**config.mk**
```make
export PLATFORM = sky130hd
export DESIGN_NAME = centered_moving_average_replicate_unit
export DESIGN_NICKNAME = d
export VERILOG_FILES = /design/src/rtl/core/cmar_pkg.sv /design/src/rtl/core/cmar_store.sv /design/src/rtl/core/cmar_div.sv /design/src/rtl/core/centered_moving_average_replicate_unit.sv
export SDC_FILE = /design/constraint.sdc
export NUM_CORES = 1
export LEC_CHECK = 0
export BUFFER_PORTS_ARGS = -buffer_cell sky130_fd_sc_hd__buf_2
export CAP_MARGIN = 20
export CORE_MARGIN = 8
export CORE_UTILIZATION = 60
export CTS_CLUSTER_SIZE = 25
export DETAILED_ROUTE_END_ITERATION = 7
export PLACE_DENSITY = 0.78
export SYNTH_ARGS = -nofsm -noshare
export SYNTH_HDL_FRONTEND = slang
export SYNTH_SLANG_ARGS = --single-unit
```
**constraint.sdc**
```tcl
create_clock -name i_clk -period 14.05 [get_ports i_clk]
set_input_delay 2.81 -clock i_clk [delete_from_list [all_inputs] [get_ports i_clk]]
set_output_delay 2.81 -clock i_clk [all_outputs]
set_load 0.03 [all_outputs]
```
**src/rtl/core/cmar_pkg.sv**
```systemverilog
// Shared types and constants for the centered moving average block.
// Depends on nothing; cmar_div, the top level and cmar_checker import it.
`timescale 1ns / 1ps

package cmar_pkg;

    // Fixed widths of the sample field and of the half window setting.
    localparam int SAMPLE_WIDTH = 24;
    localparam int HW_WIDTH     = 5;

    // Register port geometry: one 32-bit register, word addressed by paddr[2].
    localparam int APB_ADDR_W = 3;
    localparam int APB_DATA_W = 32;
    localparam logic REG_HALF_WINDOW = 1'b0;

    // Reset value of the half window register.
    localparam logic [HW_WIDTH-1:0] HALF_WINDOW_RESET = HW_WIDTH'(1);

    typedef struct packed {
        logic signed [SAMPLE_WIDTH-1:0] sample;
        logic                           seq_end;
    } t_in_item;

    typedef struct packed {
        logic signed [SAMPLE_WIDTH-1:0] mean;
        logic                           final_res;
    } t_out_item;

    // Status that the divider reports to the sequencer.
    typedef struct packed {
        logic busy;
        logic done;
    } t_div_status;

    typedef enum logic [2:0] {
        S_IDLE,
        S_PREP,
        S_SUM,
        S_FIN,
        S_DIVS,
        S_DIVW,
        S_OUT
    } t_state;

endpackage

```
**src/rtl/core/cmar_store.sv**
```systemverilog
// Sample ring memory: one write port and one read port, registered read data.
// Depends on nothing beyond its parameters.
`timescale 1ns / 1ps

module cmar_store #(
    parameter int DEPTH  = 33,
    parameter int DATA_W = 24
) (
    input  logic                     i_clk,
    input  logic                     i_wr_en,
    input  logic [$clog2(DEPTH)-1:0] i_wr_addr,
    input  logic [DATA_W-1:0]        i_wr_data,
    input  logic                     i_rd_en,
    input  logic [$clog2(DEPTH)-1:0] i_rd_addr,
    output logic [DATA_W-1:0]        o_rd_data
);

    logic [DATA_W-1:0] r_mem [DEPTH];
    logic [DATA_W-1:0] r_rd_data;

    // Write port.
    always_ff @(posedge i_clk) begin
        if (i_wr_en) begin
            r_mem[i_wr_addr] <= i_wr_data;
        end
    end

    // Registered read port.
    always_ff @(posedge i_clk) begin
        if (i_rd_en) begin
            r_rd_data <= r_mem[i_rd_addr];
        end
    end

    assign o_rd_data = r_rd_data;

endmodule

```
**src/rtl/core/cmar_div.sv**
```systemverilog
// Signed restoring divider by a small unsigned divisor, one quotient bit a cycle.
// Depends on cmar_pkg for the status struct.
`timescale 1ns / 1ps

module cmar_div
    import cmar_pkg::*;
#(
    parameter int DVD_W = 30,
    parameter int DVS_W = 6
) (
    input  logic                    i_clk,
    input  logic                    i_rst_n,
    input  logic                    i_start,
    input  logic signed [DVD_W-1:0] i_dividend,
    input  logic [DVS_W-1:0]        i_divisor,
    output logic signed [DVD_W-1:0] o_quot,
    output t_div_status             o_status
);

    localparam int CNT_W = $clog2(DVD_W + 1);

    logic             r_busy;
    logic             r_done;
    logic [CNT_W-1:0] r_cnt;
    logic [DVS_W-1:0] r_rem;
    logic [DVS_W-1:0] r_dvs;
    logic [DVD_W-1:0] r_quo;
    logic             r_neg;

    logic [DVS_W:0]   shifted;
    logic             q_bit;
    logic [DVS_W:0]   diff;

    // One restoring step: bring down the next dividend bit and try to subtract.
    always_comb begin
        shifted = {r_rem, r_quo[DVD_W-1]};
        diff    = shifted - {1'b0, r_dvs};
        q_bit   = (shifted >= {1'b0, r_dvs});
    end

    // Control state.
    always_ff @(posedge i_clk) begin
        if (!i_rst_n) begin
            r_busy <= 1'b0;
            r_done <= 1'b0;
            r_cnt  <= '0;
        end else begin
            r_done <= 1'b0;
            if (i_start) begin
                r_busy <= 1'b1;
                r_cnt  <= CNT_W'(DVD_W);
            end else if (r_busy) begin
                r_cnt <= r_cnt - CNT_W'(1);
                if (r_cnt == CNT_W'(1)) begin
                    r_busy <= 1'b0;
                    r_done <= 1'b1;
                end
            end
        end
    end

    // Datapath: the dividend magnitude shifts out while quotient bits shift in.
    always_ff @(posedge i_clk) begin
        if (i_start) begin
            r_neg <= i_dividend[DVD_W-1];
            r_quo <= i_dividend[DVD_W-1] ? DVD_W'(-i_dividend) : DVD_W'(i_dividend);
            r_rem <= '0;
            r_dvs <= i_divisor;
        end else if (r_busy) begin
            r_quo <= {r_quo[DVD_W-2:0], q_bit};
            r_rem <= q_bit ? diff[DVS_W-1:0] : shifted[DVS_W-1:0];
        end
    end

    // Truncation toward zero: divide the magnitude, then restore the sign.
    assign o_quot          = r_neg ? -$signed(r_quo) : $signed(r_quo);
    assign o_status.busy   = r_busy;
    assign o_status.done   = r_done;

endmodule

```
**src/rtl/core/centered_moving_average_replicate_unit.sv**
```systemverilog
// Top level of the centered moving average with replicated edges.
// Depends on cmar_pkg, cmar_store and cmar_div.
`timescale 1ns / 1ps

// Usage:
// Samples arrive on the request channel (i_in_valid, i_in_data, o_in_stall); the
// last sample of a sequence carries seq_end. Means leave on the result channel
// (o_out_valid, o_out_data, i_out_stall). A request is taken at a clock edge with
// valid high and stall low. Mean i appears once sample i+W has been taken; the
// request that ends a sequence flushes all means still owed, the final one marked
// with final_res. Samples that complete no window give no result.
// Each mean reads its 2W+1 window samples from the ring memory, one per cycle,
// then runs the sum through the bit-serial divider, one quotient bit per cycle.
// The sum is SUM_W bits wide (SUM_W = 30 at the default size). A sample that
// completes no window goes from S_IDLE through S_PREP back to S_IDLE; one that
// gives a mean goes on through S_SUM, S_FIN, S_DIVS, S_DIVW and S_OUT, and each
// further mean of a flush repeats from S_SUM. The block works on one request at
// a time; the result register lets it take the next sample while the last mean
// still waits at a stalled receiver, and the mean unit waits when that register
// is still full.
// Synchronous reset empties the result register, closes any sequence and sets
// half_window to 1. Writing half_window abandons an open sequence.

module centered_moving_average_replicate_unit
    import cmar_pkg::*;
#(
    parameter int MAX_HALF_WINDOW = 16
) (
    input  logic                  i_clk,
    input  logic                  i_rst_n,
    // Sample requests.
    input  logic                  i_in_valid,
    input  t_in_item              i_in_data,
    output logic                  o_in_stall,
    // Mean results.
    output logic                  o_out_valid,
    output t_out_item             o_out_data,
    input  logic                  i_out_stall,
    // Register port.
    input  logic                  psel,
    input  logic                  penable,
    input  logic                  pwrite,
    input  logic [APB_ADDR_W-1:0] paddr,
    input  logic [APB_DATA_W-1:0] pwdata,
    output logic [APB_DATA_W-1:0] prdata,
    output logic                  pready
);

    localparam int DEPTH = 2 * MAX_HALF_WINDOW + 1;
    localparam int AGE_W = $clog2(DEPTH);
    localparam int CNT_W = $clog2(DEPTH + 1);
    localparam int W_W   = $clog2(MAX_HALF_WINDOW + 1);
    localparam int SUM_W = SAMPLE_WIDTH + $clog2(DEPTH);

    t_state                         r_state;
    t_state                         n_state;
    logic [HW_WIDTH-1:0]            r_hw;
    logic                           r_in_seq;
    logic [CNT_W-1:0]               r_count;
    logic [CNT_W-1:0]               n_count;
    logic [AGE_W-1:0]               r_wp;
    logic [AGE_W-1:0]               n_wp;
    logic signed [SAMPLE_WIDTH-1:0] r_first;
    logic                           r_last;
    logic [W_W-1:0]                 r_center;
    logic [AGE_W-1:0]               r_j;
    logic signed [SUM_W-1:0]        r_sum;
    logic                           r_pend_valid;
    logic                           r_pend_first;
    logic                           r_out_valid;
    t_out_item                      r_out;

    logic                           in_acc;
    logic                           cfg_wr;
    logic [W_W-1:0]                 w_eff;
    logic [CNT_W-1:0]               pos;
    logic                           prep_emit;
    logic                           last_term;
    logic [AGE_W:0]                 age_s;
    logic [AGE_W-1:0]               age;
    logic [AGE_W:0]                 addr_s;
    logic [AGE_W-1:0]               rd_addr;
    logic                           use_first;
    logic [SAMPLE_WIDTH-1:0]        rd_data;
    logic signed [SAMPLE_WIDTH-1:0] term;
    logic signed [SUM_W-1:0]        quot;
    t_div_status                    div_st;
    logic [CNT_W-1:0]               divisor;
    logic                           more_means;

    // Control outputs of the state machine.
    logic                           ctl_stall;
    logic                           ctl_rd_en;
    logic                           ctl_div_start;
    logic                           ctl_out_load;

    assign in_acc = i_in_valid && !o_in_stall;
    assign cfg_wr = psel && penable && pwrite && pready && (paddr[2] == REG_HALF_WINDOW);

    // Register read-back and the always-ready access phase.
    assign pready = 1'b1;
    assign prdata = (paddr[2] == REG_HALF_WINDOW) ? APB_DATA_W'(r_hw) : '0;

    // Effective half window: larger settings saturate at the store's reach.
    assign w_eff = (int'(r_hw) > MAX_HALF_WINDOW) ? W_W'(MAX_HALF_WINDOW) : W_W'(r_hw);
    assign divisor = CNT_W'({w_eff, 1'b1});

    // Ring pointer and saturating sample count for the incoming sample.
    always_comb begin
        n_wp = (r_wp == AGE_W'(DEPTH - 1)) ? '0 : r_wp + AGE_W'(1);
        if (!r_in_seq) begin
            n_count = CNT_W'(1);
        end else if (r_count == CNT_W'(DEPTH)) begin
            n_count = r_count;
        end else begin
            n_count = r_count + CNT_W'(1);
        end
    end

    // Position of the newest sample; a mean is owed once W samples follow it.
    assign pos       = r_count - CNT_W'(1);
    assign prep_emit = r_last || (pos >= CNT_W'(w_eff));

    // Age of window term j, clipped at the newest sample.
    always_comb begin
        age_s     = (AGE_W+1)'(r_center) + (AGE_W+1)'(w_eff) - (AGE_W+1)'(r_j);
        age       = age_s[AGE_W] ? '0 : age_s[AGE_W-1:0];
        use_first = (CNT_W'(age) >= r_count);
        addr_s    = {1'b0, r_wp} + (AGE_W+1)'(DEPTH) - {1'b0, age};
        rd_addr   = (addr_s >= (AGE_W+1)'(DEPTH)) ? AGE_W'(addr_s - (AGE_W+1)'(DEPTH))
                                                  : addr_s[AGE_W-1:0];
        last_term = (r_j == (AGE_W'(w_eff) << 1));
    end

    assign term       = r_pend_first ? r_first : $signed(rd_data);
    assign more_means = r_last && (r_center != '0);

    // Next state.
    always_comb begin
        n_state = r_state;
        unique case (r_state)
            S_IDLE: begin
                if (in_acc) begin
                    n_state = S_PREP;
                end
            end
            S_PREP: begin
                n_state = prep_emit ? S_SUM : S_IDLE;
            end
            S_SUM: begin
                if (last_term) begin
                    n_state = S_FIN;
                end
            end
            S_FIN: begin
                n_state = S_DIVS;
            end
            S_DIVS: begin
                n_state = S_DIVW;
            end
            S_DIVW: begin
                if (div_st.done) begin
                    n_state = S_OUT;
                end
            end
            S_OUT: begin
                if (!r_out_valid || !i_out_stall) begin
                    n_state = more_means ? S_SUM : S_IDLE;
                end
            end
            default: begin
                n_state = S_IDLE;
            end
        endcase
    end

    // State machine outputs.
    always_comb begin
        ctl_stall     = 1'b1;
        ctl_rd_en     = 1'b0;
        ctl_div_start = 1'b0;
        ctl_out_load  = 1'b0;
        unique case (r_state)
            S_IDLE: ctl_stall = 1'b0;
            S_PREP: ctl_stall = 1'b1;
            S_SUM:  ctl_rd_en = 1'b1;
            S_FIN:  ctl_stall = 1'b1;
            S_DIVS: ctl_div_start = 1'b1;
            S_DIVW: ctl_stall = 1'b1;
            S_OUT:  ctl_out_load = !r_out_valid || !i_out_stall;
            default: ctl_stall = 1'b1;
        endcase
    end

    assign o_in_stall = ctl_stall;

    // Control registers.
    always_ff @(posedge i_clk) begin
        if (!i_rst_n) begin
            r_state      <= S_IDLE;
            r_hw         <= HALF_WINDOW_RESET;
            r_in_seq     <= 1'b0;
            r_count      <= '0;
            r_wp         <= '0;
            r_pend_valid <= 1'b0;
            r_out_valid  <= 1'b0;
        end else begin
            r_state      <= n_state;
            r_pend_valid <= ctl_rd_en;
            if (cfg_wr) begin
                r_hw     <= pwdata[HW_WIDTH-1:0];
                r_in_seq <= 1'b0;
                r_count  <= '0;
            end else if (in_acc) begin
                r_wp     <= n_wp;
                r_count  <= n_count;
                r_in_seq <= !i_in_data.seq_end;
            end else if (ctl_out_load && !more_means && r_last) begin
                // The flush is complete: the next sample opens a new sequence.
                r_count <= '0;
            end
            if (ctl_out_load) begin
                r_out_valid <= 1'b1;
            end else if (!i_out_stall) begin
                r_out_valid <= 1'b0;
            end
        end
    end

    // Sequence bookkeeping and window accumulation.
    always_ff @(posedge i_clk) begin
        if (in_acc) begin
            r_last <= i_in_data.seq_end;
            if (!r_in_seq) begin
                r_first <= i_in_data.sample;
            end
        end
        if (r_state == S_PREP) begin
            if (r_last && (pos < CNT_W'(w_eff))) begin
                r_center <= W_W'(pos);
            end else begin
                r_center <= w_eff;
            end
        end else if (ctl_out_load && more_means) begin
            r_center <= r_center - W_W'(1);
        end
        if (r_state == S_PREP || ctl_out_load) begin
            r_j   <= '0;
            r_sum <= '0;
        end else begin
            if (ctl_rd_en) begin
                r_j <= r_j + AGE_W'(1);
            end
            if (r_pend_valid) begin
                r_sum <= r_sum + SUM_W'(term);
            end
        end
        r_pend_first <= use_first;
        if (ctl_out_load) begin
            r_out.mean      <= quot[SAMPLE_WIDTH-1:0];
            r_out.final_res <= r_last && (r_center == '0);
        end
    end

    assign o_out_valid = r_out_valid;
    assign o_out_data  = r_out;

    // The sample is written when taken in S_IDLE; window reads run only in S_SUM,
    // after S_PREP, so a read never meets the write of the same entry.
    cmar_store #(
        .DEPTH  (DEPTH),
        .DATA_W (SAMPLE_WIDTH)
    ) u_store (
        .i_clk     (i_clk),
        .i_wr_en   (in_acc),
        .i_wr_addr (n_wp),
        .i_wr_data (i_in_data.sample),
        .i_rd_en   (ctl_rd_en),
        .i_rd_addr (rd_addr),
        .o_rd_data (rd_data)
    );

    cmar_div #(
        .DVD_W (SUM_W),
        .DVS_W (CNT_W)
    ) u_div (
        .i_clk      (i_clk),
        .i_rst_n    (i_rst_n),
        .i_start    (ctl_div_start),
        .i_dividend (r_sum),
        .i_divisor  (divisor),
        .o_quot     (quot),
        .o_status   (div_st)
    );

endmodule

```
==> metrics.md, run 1 <==
| Metric | Value |
|---|---|
| Status | completed |
| Max incr delay on CP | 880 ps |
| Slew @ Worst Pin | 1110 ps |
| Skew-Pair Late Insertion Delay | 670 ps |
| Gr usage total | about a quarter |
| Clock Pin Slew Worst Setup and Hold Paths | about 60 ps |
| Required time of the critical path | around 14,000 ps |
| Slew margin rel. | 25.5% |
| Final Non-Filler Cells | 4,399 |
| CTS tree | yes |
| Clock Path Buffers | 3 |
| Die width | 285 microns |
| First-pass GRT wire length | around 160 mm |
| Min Clock Period, post-route | 9040 ps |
| Hold Crit Class | reg -> reg |
| Cell area after synthesis | 43,500 sq um |
| Via Count | approximately 29,000 |
| Final WL | 109 mm |
| Initial Utilization | 60.7% |
| Ratio of cells with drive above 1 in the final layout | between 10% and 20% |
| Io pins | 127 |
| Fill count | 4,835 |
| DPL Wire Length | 63.0 mm |
| Avg Cell Area, Syn | roughly 13 sq um |
| Mux share of post-synthesis cell area | 5.09% |
| Yosys Warn Count | 0 |
| Complex-gate fraction of the synthesized area | 9.79% |
| Setup repair bufs after CTS | 0 |
| Vias in the first global route | 28,700 |
| Number of CTS-inserted buffers | 96 |
| Post-synth top flop | edfxtp_1 |
| CTS Sinks | 980 |
| Residual DRC | 0 |
| Largest net degree at the start of global routing | 190 |
| Area growth syn-to-layout | 10.2% |
| Largest family of logic cells by synthesized area | simple AND/OR/NAND/NOR gates |
| Routed wire per std cell | 24.7 microns |
| CP startpoint kind | register |
| Slowest stage cell, crit path | buf_4 |
| Global route total overflow | 0 |
| Max frequency | between 100 and 150 MHz |
| Setup Skew | 33.6 ps |
| Crit Path Category | reg -> reg |
| RSZ-0062 raised after global routing | false |
| Initial drt markers | ~3,600 |
| Placed Cells | ~4,200 |
| Final Cell Area | approximately 48,000 sq um |
| Worst Hold Launch | u_div.r_rem[3]$_SDFFE_PP0P_ |
| Final nets | 3,522 |
| # setup viols final | 0 |
| Cell Area, Placed | 44,800 sq um |
| FF/Latch Area | 28,700 sq um |
| Cells after Synth | around 3,300 |
| CTS-repair resized insts | 0 |
| Worst setup path startpoint | r_hw[4]$_SDFFE_PN0P_ |
| Final-report hold violation count | 0 |
| DR pass1 iterations | 8 |
| Core Footprint | 71,600 sq um |
| Adder-cell share of the synthesized area | 2.58% |
| WHS | 506 ps |
| Ys async rst share | 0% |
| Final Wtd Congestion | 0.872 |
| Routed Antenna Nets | 0 |
| Register area share after synthesis | 66.0% |
| Top cell by count, worst path | inv_1 |
| EDFF count, synth | roughly 910 |
| Setup TNS | 0 ps |
| DR vias/cell | 6.53 |
| Post-Synth XOR/XNOR Area | 2.33% |
| Initial antenna violation count | 1 |
| Crit Path Max Fanout | roughly 70 |
| H-Tree Level Count | 3 |
| Post-synth cell types | just over 80 |
| CTS root buffer | clkbuf_16 |
| Count of pins over their slew limit | 0 |
| Synth Register Bits | 980 |
| Die ar. | 81,400 sq um |
| Port Buffer Count | 69 |
| Final period utilization | 64.3% |
| Arr. time, crit path | 9460 ps |
| Area occupied by multi-input gates | 13,700 sq um |
| Worst r2r src | r_hw[4]$_SDFFE_PN0P_ |
| Crit end category | register |
| Std cell rows | 98 |
| Max-Cap Viols | 0 |
| CTS Hold Bufs | 0 |
| Simple-Gate Fraction of Synth Area | ~11% |
| Die Height | approximately 290 microns |
## sequential cells by signal (all words and copies together), names as in the netlist, 3 cells and up
register           count
o_out_data            25
r_center               5
r_count                6
r_first               24
r_hw                   5
r_j                    6
r_state                3
r_sum                 30
r_wp                   6
u_div.r_cnt            5
u_div.r_dvs            5
u_div.r_quo           30
u_div.r_rem            6
u_store.o_rd_data     24
u_store.r_mem        792
## synth_stat cells, types with 60 or more instances
cell type,instances,area [sq um]
a21oi_1,69,345
nor2_1,129,484
nor3_1,86,430
nand2_1,502,1880
o21ai_0,88,440
mux2i_1,128,1280
dfxtp_1,73,1460
a31oi_1,68,425
inv_1,77,289
nand3_1,142,711
edfxtp_1,907,27200
buf_2,63,315
xnor2_1,60,526
ha_1,77,963
o22ai_1,85,532
clkbuf_1,95,357
## path summary, 6_finish.rpt
kind / to / slack (ps) / cells after the start
setup reg to reg: u_store.o_rd_data[7]$_DFFE_PP_ / 5010 / 30
hold reg to reg: u_div.r_rem[3]$_SDFFE_PP0P_ / 510 / 2
setup / recovery: u_store.o_rd_data[7]$_DFFE_PP_ / 5010 / 30
hold / removal: u_div.r_rem[3]$_SDFFE_PP0P_ / 510 / 2
## metal layers
| metal | global-route usage (%) | wire [microns] | vias up |
|---|---|---|---|
| li1 | - | - | 12700 |
| met1 | 32.4 | 39200 | 14000 |
| met2 | 44.3 | 53900 | 1761 |
| met3 | 5.23 | 11400 | 314 |
| met4 | 11.2 | 4360 | 0 |
| met5 | 0 | 0 | - |
## worst max-delay path, delay by kind of cell (launching register included)
kind	cells	cell delay [ps]
buffers and inverters	7	2230
adder cells (fa/ha/maj)	5	2050
AO/OA/AOI/OAI	8	1890
AND/OR/NAND/NOR	8	1540
flip-flops	1	400
XOR/XNOR	1	330
multiplexers	1	280
## cell type report
type	count	area share (%)
Antenna cell	1	0.00522
Clock buffer	124	5.28
Clock inverter	52	1.23
Inverter	78	0.611
Multi-Input combinational cell	2078	28.6
Sequential cell	980	59.9
Tap cell	950	2.48
Timing Repair Buffer	136	1.88
## per-stage QoR
step	utilization, %	setup WS (ps)
finish	66.9	5010
floorplan	-	7860
detailed placement	62.5	5120
CTS	66.9	5060
global placement	62.5	5350
global route	66.9	4430
## placed cells by master, fill, tap and decap left out, types with 67 or more instances in the layout
master and n:
a21oi_1 69, a31oi_1 67, buf_2 69, clkbuf_16 97
dfxtp_1 73, edfxtp_1 907, ha_1 76, inv_1 77
mux2i_1 128, nand2_1 502, nand3_1 142, nor2_1 95
nor3_1 86, o21ai_0 88, o22ai_1 85
## kinds of logic (layout without fill, tap and decap cells)
| logic type | after synthesis | after routing |
|---|---|---|
| mux | 188 | 188 |
| other cells | 2 | 29 |
| fa+ha+maj | 85 | 85 |
| xor+xnor | 109 | 109 |
| flops | 980 | 980 |
| compound gates | 613 | 613 |
| buf+inv | 293 | 390 |
| simple gates | 1055 | 1055 |
Power of run 1 is not shown: default switching activity piles up to over one toggle a cycle in this logic, so the estimate is an artifact.
==> inputs of run 2 (changes only) <==
==> constraint.sdc (replaced) <==
create_clock -name i_clk -period 8.9 [get_ports i_clk]
set_input_delay 1.78 -clock i_clk [delete_from_list [all_inputs] [get_ports i_clk]]
set_output_delay 1.78 -clock i_clk [all_outputs]
set_load 0.03 [all_outputs]
==> run 2 against run 1 <==
Design area up 0.45%. Wire length up 1.0%. Global-route usage up 0.20 points. Core utilization up 0.30 points. Critical path depth down 2. Via count up 0.21%. Largest cell class unchanged.
==> metrics.md, run 2 (synthesized netlist as in run 1, its figures left out) <==
| Metric | Value |
|---|---|
| Clock Path Buffers | 3 (unchanged) |
| Core Footprint | 71,600 sq um (unchanged) |
| Most common cell after layout, fill and taps aside | edfxtp_1 |
| CTS Hold Bufs | 0 (unchanged) |
| First-pass GRT wire length | 167 mm (+1.2%) |
| Max FFs per register | 792 (unchanged) |
| Final nets | 3,537 (+0.43%) |
| Largest Register | u_store.r_mem |
| Final WL | 110 mm (+1.0%) |
| Slowest stage cell, crit path | fa_1 |
| Via Count | 28,800 (+0.21%) |
| Ratio of cells with drive above 1 in the final layout | 12.5% (+0.46 points) |
| Die Height | 285 microns (unchanged) |
| Crit Path Category | reg -> reg |
| Crit end category | register |
| Final-report hold violation count | 0 (unchanged) |
| Required time of the critical path | 9390 ps (-5080 ps) |
| Std cell rows | 98 (unchanged) |
| Top cell by count, worst path | inv_1 |
| CTS Sinks | 980 (unchanged) |
| DR vias/cell | 6.52 (-0.22%) |
| Final period utilization | 91.5% (+27 points) |
| Routed wire per std cell | 24.9 microns (+0.58%) |
| Area growth syn-to-layout | 10.7% |
| Max incr delay on CP | 790 ps (-90 ps) |
| RSZ-0062 raised after global routing | false |
| Crit Path Max Fanout | 33 (-54%) |
| Slew margin rel. | 26.1% (+0.53 points) |
| DPL Wire Length | 65.4 mm (+3.8%) |
| Die width | 285 microns (unchanged) |
| Max-Cap Viols | 0 (unchanged) |
| Clock Pin Slew Worst Setup and Hold Paths | 60 ps (about the same) |
| Global route total overflow | 0 (unchanged) |
| Residual DRC | 0 (unchanged) |
| Arr. time, crit path | 8630 ps (-830 ps) |
| Initial antenna violation count | 3 (+2) |
| Hold Crit Class | reg -> reg |
| Top flop regs | u_store.r_mem: 792 flops, r_sum: 30 flops, u_div.r_quo: 30 flops |
| Fill count | 4,821 (-0.29%) |
| Setup Skew | 53.6 ps (+20.0 ps) |
| WHS | 505 ps (-1.52 ps) |
| Status | completed |
| CTS-repair resized insts | 0 (unchanged) |
| Setup repair bufs after CTS | 0 (unchanged) |
| Slew @ Worst Pin | 1110 ps (-5.58 ps) |
| Port Buffer Count | 69 (unchanged) |
| Skew-Pair Late Insertion Delay | 690 ps (+20 ps) |
| Number of CTS-inserted buffers | 97 (+1.0%) |
| Initial Utilization | 60.7% (unchanged) |
| Max frequency | 123 MHz (+11%) |
| Routed Antenna Nets | 0 (unchanged) |
| Count of pins over their slew limit | 0 (unchanged) |
| Gr usage total | 26.2% (+0.20 points) |
| Setup TNS | 0 ps (unchanged) |
| DR pass1 iterations | 6 (-2) |
| Io pins | 127 (unchanged) |
| Die ar. | 81,400 sq um (unchanged) |
| Initial drt markers | 3,827 (+4.9%) |
| CTS root buffer | clkbuf_16 |
| Largest net degree at the start of global routing | 73 (-62%) |
| CP startpoint kind | register |
| H-Tree Level Count | 3 (unchanged) |
| # setup viols final | 0 (unchanged) |
| Vias in the first global route | 28,600 (-0.15%) |
| Final Wtd Congestion | 0.865 (-0.86%) |
| Min Clock Period, post-route | 8140 ps (-895 ps) |
| Most frequent cells in the layout | edfxtp_1, nand2_1, nand3_1, mux2i_1, clkbuf_16 |
| CTS tree | yes |
[run 2: cell types whose count changed in the layout (fill, tap and decap cells not counted), sizes merged, moves of 2 or more]
cell,before,now
buf,136,150
clkinv,38,46
clkbuf,124,119
bufinv,11,8
clkinvlp,2,4
inv,79,81
[run 2: worst max-delay path, delay by kind of cell, from the launching register on]
kind                       cells  cell delay [ps]
buffers and inverters          5              920
xor gates and xnor gates       1              450
adders and majority gates      5             2200
AOI/OAI and AO/OA              8             2190
DFF                            1              390
and+or+nand+nor                9             1820
[run 2: path summary, 6_finish.rpt]
check / from / to / slack (ps) / depth (start not counted)
worst max-delay path: r_hw[4]$_SDFFE_PN0P_ / u_store.o_rd_data[5]$_DFFE_PP_ / 760 / 28
worst min-delay path: u_div.r_rem[5]$_SDFFE_PP0P_ / u_div.r_rem[5]$_SDFFE_PP0P_ / 500 / 2
worst max register to register: r_hw[4]$_SDFFE_PN0P_ / u_store.o_rd_data[5]$_DFFE_PP_ / 760 / 28
worst min register to register: u_div.r_rem[5]$_SDFFE_PP0P_ / u_div.r_rem[5]$_SDFFE_PP0P_ / 500 / 2
[run 2: area by class of cell]
class	count	area [sq um]	share of cell area [%]
clock buffers	119	2540	5.28
clock inverters	61	632	1.31
inverters	78	293	0.608
well taps	950	1190	2.47
multi-input cells	2078	13700	28.5
diodes	2	5.00	0.0104
repair buffers	150	1060	2.20
flip-flops and latches	980	28700	59.6
[run 2: stage by stage]
step	util [%]	instance area, sq um	std cells	setup WS (ps)
5_1_grt	67.2	48100	4417	203
3_3_place_gp	62.7	44900	4235	902
3_5_place_dp	62.7	44900	4235	884
2_1_floorplan	-	43600	3351	2710
6_report	67.2	48100	4418	757
4_1_cts	67.2	48100	4415	822
[run 2: metal layers]
| layer | share of wire, % | track usage, % | up-vias |
|---|---|---|---|
| li1 | - | - | 12700 |
| met1 | 36 | 32.9 | 14100 |
| met2 | 49 | 43.6 | 1696 |
| met3 | 11 | 5.70 | 335 |
| met4 | 4.5 | 12.3 | 2 |
| met5 | 0.012 | 0 | - |
Power of run 2 is left out for the same reason.
